<file path="config.mk">
export PLATFORM = sky130hd
export DESIGN_NAME = crc_checked_frame_receiver
export DESIGN_NICKNAME = d
export VERILOG_FILES = /design/src/hw/rtl/cfr_pkg.sv /design/src/hw/rtl/cfr_ram.sv /design/src/hw/rtl/crc_checked_frame_receiver.sv
export SDC_FILE = /design/constraint.sdc
export NUM_CORES = 1
export LEC_CHECK = 0
export BUFFER_PORTS_ARGS = -buffer_cell sky130_fd_sc_hd__clkbuf_2
export CORE_ASPECT_RATIO = 1.4
export CORE_MARGIN = 8
export CORE_UTILIZATION = 50
export CTS_CLUSTER_SIZE = 20
export DETAILED_ROUTE_END_ITERATION = 12
export GPL_ROUTABILITY_DRIVEN = 0
export PLACE_DENSITY = 0.76
export SYNTH_ARGS = -nofsm -noshare
export SYNTH_HDL_FRONTEND = slang
export SYNTH_HIERARCHICAL = 1
export SYNTH_SLANG_ARGS = --single-unit
</file>
<file path="constraint.sdc">
create_clock -name clk_i -period 11.45 [get_ports clk_i]
set_clock_uncertainty 0.2 [all_clocks]
set_input_delay 2.29 -clock clk_i [delete_from_list [all_inputs] [get_ports clk_i]]
set_output_delay 2.29 -clock clk_i [all_outputs]
set_load 0.03 [all_outputs]
</file>
<file path="src/hw/rtl/cfr_pkg.sv">
package cfr_pkg;

  // Input operation codes.
  localparam logic OP_BYTE = 1'b0;
  localparam logic OP_TICK = 1'b1;

  // Result status codes.
  localparam logic [2:0] ST_OK        = 3'd0;
  localparam logic [2:0] ST_SHORT     = 3'd1;
  localparam logic [2:0] ST_PREAMBLE  = 3'd2;
  localparam logic [2:0] ST_LENGTH    = 3'd3;
  localparam logic [2:0] ST_TOO_LARGE = 3'd4;
  localparam logic [2:0] ST_POSTAMBLE = 3'd5;
  localparam logic [2:0] ST_CRC       = 3'd6;

  // Frame layout constants.
  localparam logic [7:0]  PREAMBLE_0  = 8'h66;
  localparam logic [7:0]  PREAMBLE_1  = 8'h55;
  localparam logic [7:0]  POSTAMBLE_0 = 8'h77;
  localparam logic [7:0]  POSTAMBLE_1 = 8'h88;
  localparam int unsigned MIN_FRAME   = 13;
  localparam int unsigned PAYLOAD_POS = 9;

  // CRC16-XMODEM constants.
  localparam logic [15:0] CRC_POLY = 16'h1021;
  localparam logic [15:0] CRC_INIT = 16'h0000;
  localparam logic [15:0] CRC_MSB  = 16'h8000;

  localparam logic [15:0] TIMEOUT_RESET = 16'd10;

  typedef struct packed {
    logic       operation;
    logic [7:0] rx_byte;
  } in_t;

  typedef struct packed {
    logic [2:0]  status;
    logic [7:0]  trans_type;
    logic [7:0]  packet_kind;
    logic [15:0] target_address;
    logic [7:0]  access_kind;
    logic [7:0]  command_code;
    logic [5:0]  payload_length;
    logic [4:0]  payload_index;
    logic [7:0]  payload_byte;
    logic        last;
  } out_t;

  // One byte of CRC16-XMODEM, MSB first.
  function automatic logic [15:0] crc_step(logic [15:0] crc, logic [7:0] data);
    logic [15:0] c;
    c = crc ^ {data, 8'h00};
    for (int b = 0; b < 8; b++) begin
      if ((c & CRC_MSB) != 16'h0000) begin
        c = {c[14:0], 1'b0} ^ CRC_POLY;
      end else begin
        c = {c[14:0], 1'b0};
      end
    end
    return c;
  endfunction

endpackage

</file>
<file path="src/hw/rtl/cfr_ram.sv">
module cfr_ram #(
  parameter int unsigned WIDTH = 8,
  parameter int unsigned DEPTH = 64
) (
  input  logic                     clk_i,
  input  logic                     we_i,
  input  logic [$clog2(DEPTH)-1:0] addr_i,
  input  logic [WIDTH-1:0]         wdata_i,
  output logic [WIDTH-1:0]         rdata_o
);

  logic [WIDTH-1:0] mem_q [DEPTH];
  logic [WIDTH-1:0] rdata_q;

  // Single port: a write, or a registered read of the addressed entry.
  always_ff @(posedge clk_i) begin
    if (we_i) begin
      mem_q[addr_i] <= wdata_i;
    end else begin
      rdata_q <= mem_q[addr_i];
    end
  end

  assign rdata_o = rdata_q;

endmodule

</file>
<file path="src/hw/rtl/crc_checked_frame_receiver.sv">
// Frame receiver with CRC16-XMODEM check.
// Input channel (in_valid_i / in_stall_o / in_data_i) takes one beat per received
// byte or per idle time tick. Bytes are written into the frame store, one per
// cycle while the input is not stalled; bytes beyond FRAME_BYTES are dropped.
// A tick that brings the idle count to idle_timeout while bytes are held closes
// the frame. On close the block stalls its input and walks the store through its
// single memory port: it scans the n stored bytes, then decides. A failed check
// or an empty payload gives one result beat; a good frame gives one beat per
// payload byte, each read from the store, then loaded into the output register.
// A short frame skips the scan and goes straight to its result; a payload
// holds the input until its last beat is loaded.
// Output channel (out_valid_o / out_stall_i / out_data_o) is an output register;
// while the receiver stalls, the beat holds and the delivery waits for it. Bytes
// and ticks are still taken while a finished result waits.
// The configuration channel (cfg_valid_i / cfg_ready_o / cfg_data_i) writes
// idle_timeout and is always ready; it resets to 10.
// Reset clears the byte count, the idle count and the output valid; the frame
// store contents are not cleared.
module crc_checked_frame_receiver #(
  parameter int unsigned FRAME_BYTES = 64,
  parameter int unsigned MAX_PAYLOAD = 32
) (
  input  logic          clk_i,
  input  logic          rst_ni,
  input  logic          in_valid_i,
  output logic          in_stall_o,
  input  cfr_pkg::in_t  in_data_i,
  output logic          out_valid_o,
  input  logic          out_stall_i,
  output cfr_pkg::out_t out_data_o,
  input  logic          cfg_valid_i,
  output logic          cfg_ready_o,
  input  logic [15:0]   cfg_data_i
);

  localparam int unsigned CW = $clog2(FRAME_BYTES + 1);
  localparam int unsigned AW = $clog2(FRAME_BYTES);

  localparam logic [2:0] S_IDLE    = 3'd0;
  localparam logic [2:0] S_SCAN    = 3'd1;
  localparam logic [2:0] S_DECIDE  = 3'd2;
  localparam logic [2:0] S_RESULT  = 3'd3;
  localparam logic [2:0] S_EMIT_RD = 3'd4;
  localparam logic [2:0] S_EMIT_WR = 3'd5;

  logic [2:0]    state_q, state_d;
  logic [CW-1:0] count_q, count_d;
  logic [15:0]   idle_q, idle_d;
  logic [15:0]   timeout_q;
  logic [CW-1:0] rd_idx_q, rd_idx_d;
  logic [CW-1:0] data_idx_q, data_idx_d;
  logic          data_vld_q, data_vld_d;
  logic          pre_bad_q, pre_bad_d;
  logic          len_bad_q, len_bad_d;
  logic          post_bad_q, post_bad_d;
  logic [15:0]   crc_q, crc_d;
  logic [15:0]   rx_crc_q, rx_crc_d;
  logic [7:0]    hdr_q [6];
  logic [7:0]    hdr_d [6];
  logic [CW-1:0] k_q, k_d;
  cfr_pkg::out_t res_q, res_d;
  cfr_pkg::out_t out_q, out_d;
  logic          out_vld_q, out_vld_d;

  logic          in_acc;
  logic          out_free;
  logic          ram_we;
  logic [AW-1:0] ram_addr;
  logic [7:0]    ram_rdata;
  logic [CW-1:0] crc_at;
  logic [CW-1:0] plen;
  logic          too_large;

  cfr_ram #(
    .WIDTH(8),
    .DEPTH(FRAME_BYTES)
  ) u_store (
    .clk_i  (clk_i),
    .we_i   (ram_we),
    .addr_i (ram_addr),
    .wdata_i(in_data_i.rx_byte),
    .rdata_o(ram_rdata)
  );

  assign in_stall_o  = (state_q != S_IDLE);
  assign in_acc      = in_valid_i && !in_stall_o;
  assign out_free    = !out_vld_q || !out_stall_i;
  assign cfg_ready_o = 1'b1;
  assign out_valid_o = out_vld_q;
  assign out_data_o  = out_q;

  // Frame geometry derived from the byte count.
  assign crc_at    = count_q - CW'(4);
  assign plen      = count_q - CW'(cfr_pkg::MIN_FRAME);
  assign too_large = 9'(plen) > 9'(MAX_PAYLOAD);

  // Store write on a byte beat, otherwise the walk's read address.
  always_comb begin
    ram_we   = 1'b0;
    ram_addr = count_q[AW-1:0];
    unique case (state_q)
      S_IDLE: begin
        ram_we = in_acc && (in_data_i.operation == cfr_pkg::OP_BYTE) &&
                 (9'(count_q) < 9'(FRAME_BYTES));
      end
      S_SCAN:    ram_addr = rd_idx_q[AW-1:0];
      S_EMIT_RD: ram_addr = AW'(k_q + CW'(cfr_pkg::PAYLOAD_POS));
      default:   ram_addr = count_q[AW-1:0];
    endcase
  end

  // Control sequencer: collect, scan, decide, deliver.
  always_comb begin
    state_d    = state_q;
    count_d    = count_q;
    idle_d     = idle_q;
    rd_idx_d   = rd_idx_q;
    data_idx_d = data_idx_q;
    data_vld_d = 1'b0;
    pre_bad_d  = pre_bad_q;
    len_bad_d  = len_bad_q;
    post_bad_d = post_bad_q;
    crc_d      = crc_q;
    rx_crc_d   = rx_crc_q;
    hdr_d      = hdr_q;
    k_d        = k_q;
    res_d      = res_q;
    out_d      = out_q;
    out_vld_d  = out_vld_q && !(out_vld_q && !out_stall_i);

    unique case (state_q)
      S_IDLE: begin
        if (in_acc) begin
          if (in_data_i.operation == cfr_pkg::OP_BYTE) begin
            idle_d = '0;
            if (9'(count_q) < 9'(FRAME_BYTES)) begin
              count_d = count_q + CW'(1);
            end
          end else begin
            if (idle_q != 16'hFFFF) begin
              idle_d = idle_q + 16'd1;
            end
            if ((count_q != '0) && (idle_d >= timeout_q)) begin
              if (9'(count_q) < 9'(cfr_pkg::MIN_FRAME)) begin
                res_d        = '0;
                res_d.status = cfr_pkg::ST_SHORT;
                res_d.last   = 1'b1;
                state_d      = S_RESULT;
              end else begin
                rd_idx_d   = '0;
                pre_bad_d  = 1'b0;
                len_bad_d  = 1'b0;
                post_bad_d = 1'b0;
                crc_d      = cfr_pkg::CRC_INIT;
                state_d    = S_SCAN;
              end
            end
          end
        end
      end

      S_SCAN: begin
        // Issue the next read while the previous byte is checked.
        if (rd_idx_q < count_q) begin
          rd_idx_d   = rd_idx_q + CW'(1);
          data_idx_d = rd_idx_q;
          data_vld_d = 1'b1;
        end
        if (data_vld_q) begin
          if (data_idx_q == CW'(0)) begin
            pre_bad_d = pre_bad_d || (ram_rdata != cfr_pkg::PREAMBLE_0);
          end
          if (data_idx_q == CW'(1)) begin
            pre_bad_d = pre_bad_d || (ram_rdata != cfr_pkg::PREAMBLE_1);
          end
          if (data_idx_q == CW'(2)) begin
            len_bad_d = (ram_rdata != 8'(count_q));
          end
          for (int h = 0; h < 6; h++) begin
            if (data_idx_q == CW'(h + 3)) begin
              hdr_d[h] = ram_rdata;
            end
          end
          if (data_idx_q < crc_at) begin
            crc_d = cfr_pkg::crc_step(crc_q, ram_rdata);
          end
          if (data_idx_q == crc_at) begin
            rx_crc_d[15:8] = ram_rdata;
          end
          if (data_idx_q == crc_at + CW'(1)) begin
            rx_crc_d[7:0] = ram_rdata;
          end
          if (data_idx_q == crc_at + CW'(2)) begin
            post_bad_d = post_bad_d || (ram_rdata != cfr_pkg::POSTAMBLE_0);
          end
          if (data_idx_q == crc_at + CW'(3)) begin
            post_bad_d = post_bad_d || (ram_rdata != cfr_pkg::POSTAMBLE_1);
            data_vld_d = 1'b0;
            state_d    = S_DECIDE;
          end
        end
      end

      S_DECIDE: begin
        // Checks in priority order; the earliest failure wins.
        res_d      = '0;
        res_d.last = 1'b1;
        state_d    = S_RESULT;
        if (pre_bad_q) begin
          res_d.status = cfr_pkg::ST_PREAMBLE;
        end else if (len_bad_q) begin
          res_d.status = cfr_pkg::ST_LENGTH;
        end else if (too_large) begin
          res_d.status = cfr_pkg::ST_TOO_LARGE;
        end else if (post_bad_q) begin
          res_d.status = cfr_pkg::ST_POSTAMBLE;
        end else if (crc_q != rx_crc_q) begin
          res_d.status = cfr_pkg::ST_CRC;
        end else begin
          res_d.status         = cfr_pkg::ST_OK;
          res_d.trans_type     = hdr_q[0];
          res_d.packet_kind    = hdr_q[1];
          res_d.target_address = {hdr_q[2], hdr_q[3]};
          res_d.access_kind    = hdr_q[4];
          res_d.command_code   = hdr_q[5];
          res_d.payload_length = 6'(8'(plen));
          if (plen != '0) begin
            res_d.last = 1'b0;
            k_d        = '0;
            state_d    = S_EMIT_RD;
          end
        end
      end

      S_RESULT: begin
        if (out_free) begin
          out_d     = res_q;
          out_vld_d = 1'b1;
          count_d   = '0;
          state_d   = S_IDLE;
        end
      end

      S_EMIT_RD: begin
        if (out_free) begin
          state_d = S_EMIT_WR;
        end
      end

      S_EMIT_WR: begin
        // The output register is empty here; load this payload byte.
        out_d               = res_q;
        out_d.payload_index = 5'(8'(k_q));
        out_d.payload_byte  = ram_rdata;
        out_d.last          = (k_q + CW'(1) == plen);
        out_vld_d           = 1'b1;
        k_d                 = k_q + CW'(1);
        if (k_q + CW'(1) == plen) begin
          count_d = '0;
          state_d = S_IDLE;
        end else begin
          state_d = S_EMIT_RD;
        end
      end

      default: state_d = S_IDLE;
    endcase
  end

  // Control registers.
  always_ff @(posedge clk_i or negedge rst_ni) begin
    if (!rst_ni) begin
      state_q    <= S_IDLE;
      count_q    <= '0;
      idle_q     <= '0;
      timeout_q  <= cfr_pkg::TIMEOUT_RESET;
      data_vld_q <= 1'b0;
      out_vld_q  <= 1'b0;
    end else begin
      state_q    <= state_d;
      count_q    <= count_d;
      idle_q     <= idle_d;
      data_vld_q <= data_vld_d;
      out_vld_q  <= out_vld_d;
      if (cfg_valid_i && cfg_ready_o) begin
        timeout_q <= cfg_data_i;
      end
    end
  end

  // Datapath registers.
  always_ff @(posedge clk_i) begin
    rd_idx_q   <= rd_idx_d;
    data_idx_q <= data_idx_d;
    pre_bad_q  <= pre_bad_d;
    len_bad_q  <= len_bad_d;
    post_bad_q <= post_bad_d;
    crc_q      <= crc_d;
    rx_crc_q   <= rx_crc_d;
    hdr_q      <= hdr_d;
    k_q        <= k_d;
    res_q      <= res_d;
    out_q      <= out_d;
  end

endmodule

</file>
## After elaboration in Yosys (flattened, before gate mapping)

Memories as Yosys holds them, arrays and structs flattened. A register that Yosys moved wholly into a read port is not among the register bits.
Index checks and enable logic that the tools add are counted.
W data, S select, Z words.

| word-level totals | value |
|---|---|
| register bits after elaboration | 290 |
| bits in writable memories | 512 |
| bits of input ports | 30 |
| output and inout bits | 74 |
| memories kept | 1 |

| cells by class | value |
|---|---|
| $add $sub $neg | 10 |
| $lt $le $gt $ge | 6 |
| equality and inequality tests | 46 |
| mux-type cells | 128 |
| bitwise gates (word level) | 10 |
| reduce and logical (&&, ||, !) cells | 45 |

Memory list:

| memory | words | bits a word | rd ports | clocked after Yosys merged registers in | write ports | RTL line | text |
|---|---|---|---|---|---|---|---|
| u_store.mem_q | 64 | 8 | 1 | 1 | 1 | cfr_ram.sv:12 | `logic [WIDTH-1:0] mem_q [DEPTH];` |

Operators by type and width:

| operator | number |
|---|---|
| $mux W16 | 32 |
| $mux W71 | 5 |
| $pmux W71 S2 | 2 |
| $mux W54 | 5 |
| $mux W7 | 16 |
| $mux W13 | 8 |
| $mux W3 | 19 |
| $ne A2 B2 Y1 const B | 21 |
| $eq A7 B7 Y1 | 5 |
| $pmux W16 S2 | 1 |
| $mux W1 | 30 |
| $add A7 B1 Y7 const B | 4 |
| $eq A7 B3 Y1 const B | 4 |
| $pmux W7 S2 | 2 |
| $reduce_and A7 Y1 | 4 |
| $ne A8 B7 Y1 const B | 3 |
| $not A3 Y3 | 8 |
| $reduce_and A3 Y1 | 8 |
| $pmux W7 S3 | 1 |
| $pmux W3 S6 | 1 |
| $reduce_and A6 Y1 | 3 |
| $add A16 B1 Y16 const B | 1 |
| $ge A16 B16 Y1 | 1 |
| $ne A16 B16 Y1 | 1 |
| 32 further kinds | 60 |

## Logic depth before layout (Yosys ltp)

| depth | value |
|---|---|
| word-level depth | 41 |
| mapped depth | 15 |
| depth with buffers taken out | 15 |

## By module

Netlist, hierarchy kept.

By module, submodules not included:

| module | times used | cells each | area an instance (µm²) | seq. area each (µm²) |
|---|---|---|---|---|
| cfr_ram | 1 | 1167 | 20310.7 | 15615.0 |
| crc_checked_frame_receiver | 1 | 962 | 12584.6 | 8100.3 |

## Least setup slack after synthesis

No wires, ideal clock.

| path | value |
|---|---|
| path kind | input port to flip-flop |
| start | in out_stall_i |
| end | reg out_q, in the netlist out_data_o[0] (enable) |
| arrival time | 5.760 ns |
| data required time | 10.707 ns |
| path slack | 4.947 ns |
| cell stages on the path | 1 |
| cells stage by stage | a31oi_1 |

| between the ends | value |
|---|---|
| longest elaborated chain between the ends | 4 |

RTL lines:

| element | RTL line | text |
|---|---|---|
| start: declaration | crc_checked_frame_receiver.sv:29 | `input logic out_stall_i,` |
| $logic_not A1 Y1 | crc_checked_frame_receiver.sv:87 | `assign out_free = !out_vld_q \|\| !out_stall_i;` |
| $logic_or A1 B1 Y1 | crc_checked_frame_receiver.sv:87 |  |
| $ne A2 B2 Y1 (no source line) | n/a |  |
| $reduce_and A2 Y1 (no source line) | n/a |  |
| end signal: assignment | crc_checked_frame_receiver.sv:303 | `out_q <= out_d;` |
| end: declaration | crc_checked_frame_receiver.sv:62 | `cfr_pkg::out_t out_q, out_d;` |

Every way passes these cells.
A chain may end at the register's enable or synchronous reset.

## Final worst setup path

| path | value |
|---|---|
| start | reg state_q[0] |
| end | reg u_store.rdata_q[5] (netlist: u_store/rdata_o[5]) (read register of u_store.mem_q), data pin |

| between the ends | value |
|---|---|
| elaborated cells on any way between the ends | 11 |

RTL lines:

| element | RTL line | text |
|---|---|---|
| start: declaration | crc_checked_frame_receiver.sv:46 | `logic [2:0] state_q, state_d;` |
| start signal: assignment | crc_checked_frame_receiver.sv:280 | `state_q <= state_d;` |
| $eq A3 B3 Y1 / $eq A3 B1 Y1 (equally long branches) | crc_checked_frame_receiver.sv:101 | `unique case (state_q)` |
| $pmux W6 S2 * | crc_checked_frame_receiver.sv:101 |  |
| via ram_addr[2] | crc_checked_frame_receiver.sv:68 | `logic [AW-1:0] ram_addr;` |
| end: declaration | cfr_ram.sv:13 | `logic [WIDTH-1:0] rdata_q;` |

The timed path passes the listed nets; every way through them passes the cells marked *.

==> results_dict.tcl <==
set metrics [dict create \
    status "finished clean" \
    nets 2286 \
    crit_path_cell_trace "nand2b_1, a21oi_1, o22a_4, buf_4, inv_2, a221oi_1, nor3_1, or4_1, or4_1" \
    total_leakage_power_nw 12.19 \
    synth_cell_types 92 \
    clock-sinks 797 \
    endpoint "u_store/rdata_o[5]" \
    rr_worst_depth 9 \
    hold_viol_final 0 \
    synth_xor_area_frac 0.02617 \
    maxSlewViolCount 0 \
    core_area_um2 65280 \
    drt-total-wl_um 84950 \
    layout_commonest_cell "edfxtp_1" \
    syn_inst 2129 \
    yosys-top-cells-area "edfxtp_1 69%, dfrtp_1 3.2%, a221oi_1 1.7%" \
    hpwl_um 53600 \
    crit_fanout 63 \
    rows 111 \
    ioPinCount 104 \
    setup_viol 0 \
    synthAdderAreaFrac 0.01636 \
    end_kind "flop" \
    grt_pass1_wl_um 125200 \
    min_path_type "flop to flop" \
    yosys_register_bits 797 \
    finalSetupTns_ns 0 \
    synthMuxAreaShare 0.03838 \
    synth_top_area_cell "edfxtp_1" \
    synth-simple-area-share 0.08303 \
    post_cts_resized 0 \
    vias 19994 \
    cts.path.max_buffers 3 \
    h-tree-depth 3 \
    ys.flop_type "edfxtp_1" \
    crit_start "state_q[0]" \
    async_flop_share 0.05521 \
    worst_pin_slew_ns 1.129 \
    slowest_delay_ns 0.69 \
    dp_cells 2985 \
    cp.depth 9 \
    cts_setup_buffers 0 \
    syn_to_final_growth_pct 11.17 \
    synth_nets 2202 \
    worst_slew_margin_rel 0.2417 \
    routed_via_density 6.417 \
    maxCapViolCount 0 \
    reg2reg_to "u_store/rdata_o[5]" \
    first_iter_violations 2831 \
    die_y_um 319.5 \
    rsz0062_at_grt "no" \
    antenna_found_initial 0 \
    grt_pass1_vias 19727 \
    overflow 0 \
    cts_tree "done" \
    clkLatencyLatePin_ns 0.63 \
    drive_gt1_frac 0.1428 \
    stdcell_count 3116 \
    synth.top_cell.area_share 0.6874 \
    slowest_stage "buf_4" \
    rrSetupSlack_ns 6.00 \
    cts_root_buf "clkbuf_16" \
    netlist_area_um2 32900 \
    ir_drop_v 0.0002039 \
    startpoint_type "flop" \
    detail_route.first_pass.iterations 9 \
    cpLargestDelayFamily "compound AO/OA/AOI/OAI gates" \
    layout_common_cells "753 x edfxtp_1, 136 x nor2_1, 94 x clkbuf_2, 86 x nand2_1" \
    antenna_cells 0 \
    synth_top_family_by_area "compound AO/OA/AOI/OAI gates" \
    max_freq_ghz 0.1834 \
    die-area_um2 74370 \
    clk_pin_slew_ns 0.07 \
    r2r_start "state_q[0]" \
    utilization 0.5602 \
    cts_buffers 73 \
    drc_errors 0 \
    final.min_clock_period_ns 5.451 \
    finalCritPeriodShare 0.4761 \
    antenna_left 0 \
    synth-seq-area-share 0.7209 \
    wire_per_inst_um 27.26 \
    start_util 0.5039 \
    avgSynthCellArea_um2 15.45 \
    yosysWarningCount 6 \
    synth-compound-area-share 0.09380 \
    hold_buffers 0 \
    crit_buf_inv 2 \
    grt_max_degree 72 \
    crit_top_cell "or4_1" \
    critPathRequiredTime_ns 11.61 \
    arrival_ns 5.61 \
    portBuffers 102 \
    critPathKind "flop to flop" \
    synth_edf_count 753 \
    nFillCells 4961 \
    die_x_um 232.8 \
    powerDensity_nw_per_um2 253.5 \
    grt_usage 0.2233 \
]
stage by stage:
step	setup slack [ns]	power (mW)	hold WS, ns	cell area [µm²]
after detailed placement	5.615	6.797	0.2045	34220
after floorplan	4.947	5.745	0.2003	32900
after global routing	5.803	9.527	0.2213	36570
after global placement	5.830	6.722	0.2044	34220
final	5.999	9.272	0.2162	36570
after CTS	6.196	9.188	0.2117	36570
worst register-to-register path, delay by kind of cell, from the launching register on:
family	cells	cell delay [ns]
buffers and inverters	2	1.29
DFF	1	0.66
AOI/OAI and AO/OA	3	1.64
and+or+nand+nor	4	1.40
worst min path at each step:
stage | startpoint | end | depth (start not counted)
after floorplan | res_q[14] | out_data_o[14] | 0
after global placement | res_q[17] | out_data_o[17] | 0
after detailed placement | res_q[21] | out_data_o[21] | 0
after CTS | res_q[25] | out_data_o[25] | 0
after global routing | res_q[21] | out_data_o[21] | 0
final | res_q[21] | out_data_o[21] | 0
per-layer routing:
layer	wire [µm]	up-vias	GRT usage	part of all wire
met5	0	-	0	0
li1	-	8498	-	-
met3	8711	354	0.04572	0.10
met1	28370	9718	0.2589	0.33
met4	6418	0	0.1504	0.076
met2	41440	1424	0.3709	0.49
final cells by class:
class | count | area [µm²] | share of cell area
Tap cell | 847 | 1060 | 0.02898
Inverter | 41 | 153.9 | 0.004208
Sequential cell | 797 | 23720 | 0.6485
Clock inverter | 45 | 461.7 | 0.01263
Timing Repair Buffer | 130 | 740.7 | 0.02026
Clock buffer | 86 | 1886 | 0.05156
Multi-Input combinational cell | 1170 | 8552 | 0.2339
where the power goes:
part	switching [mW]	total, mW	internal (mW)
logic	2.13	3.23	1.09
clock network	1.06	2.39	1.33
registers	0.214	3.65	3.44
total	3.41	9.27	5.86
cells in the mapped netlist, types with 14 or more instances:
| library cell | count |
|---|---|
| nor2b_1 | 22 |
| mux4_2 | 21 |
| a21oi_1 | 68 |
| a211oi_1 | 14 |
| buf_2 | 33 |
| nand3b_1 | 24 |
| edfxtp_1 | 753 |
| nand2_1 | 86 |
| o21ai_0 | 52 |
| xor2_1 | 32 |
| a22oi_1 | 65 |
| xnor2_1 | 58 |
| nor2_1 | 137 |
| a22o_1 | 15 |
| ha_1 | 43 |
| and3_1 | 16 |
| o22ai_1 | 16 |
| inv_1 | 37 |
| a31oi_1 | 14 |
| clkbuf_1 | 69 |
| nand3_1 | 39 |
| nand4_1 | 19 |
| mux2i_1 | 38 |
| dfrtp_1 | 42 |
| nor3_1 | 30 |
| a221oi_1 | 65 |
| mux2_2 | 33 |
| and2_1 | 74 |
| o221ai_1 | 19 |
registers in the layout (all words and copies together), names as in the netlist:
| name | cells |
|---|---|
| u_store/mem_q | 512 |
| out_data_o | 71 |
| res_q | 58 |
| hdr_q | 48 |
| crc_q | 16 |
| idle_q | 16 |
| rx_crc_q | 16 |
| timeout_q | 16 |
| u_store/rdata_o | 8 |
| count_q | 7 |
| data_idx_q | 7 |
| k_q | 7 |
| rd_idx_q | 7 |
| state_q | 3 |
| data_vld_q | 1 |
| len_bad_q | 1 |
| out_valid_o | 1 |
| post_bad_q | 1 |
| pre_bad_q | 1 |
cell families after synthesis:
logic type	count (synthesis)
flops	797
simple gates	513
compound gates	426
buf+inv	162
mux	94
xor+xnor	93
fa+ha+maj	43
other cells	1
No activity file was read; power rests on OpenSTA's default activity.
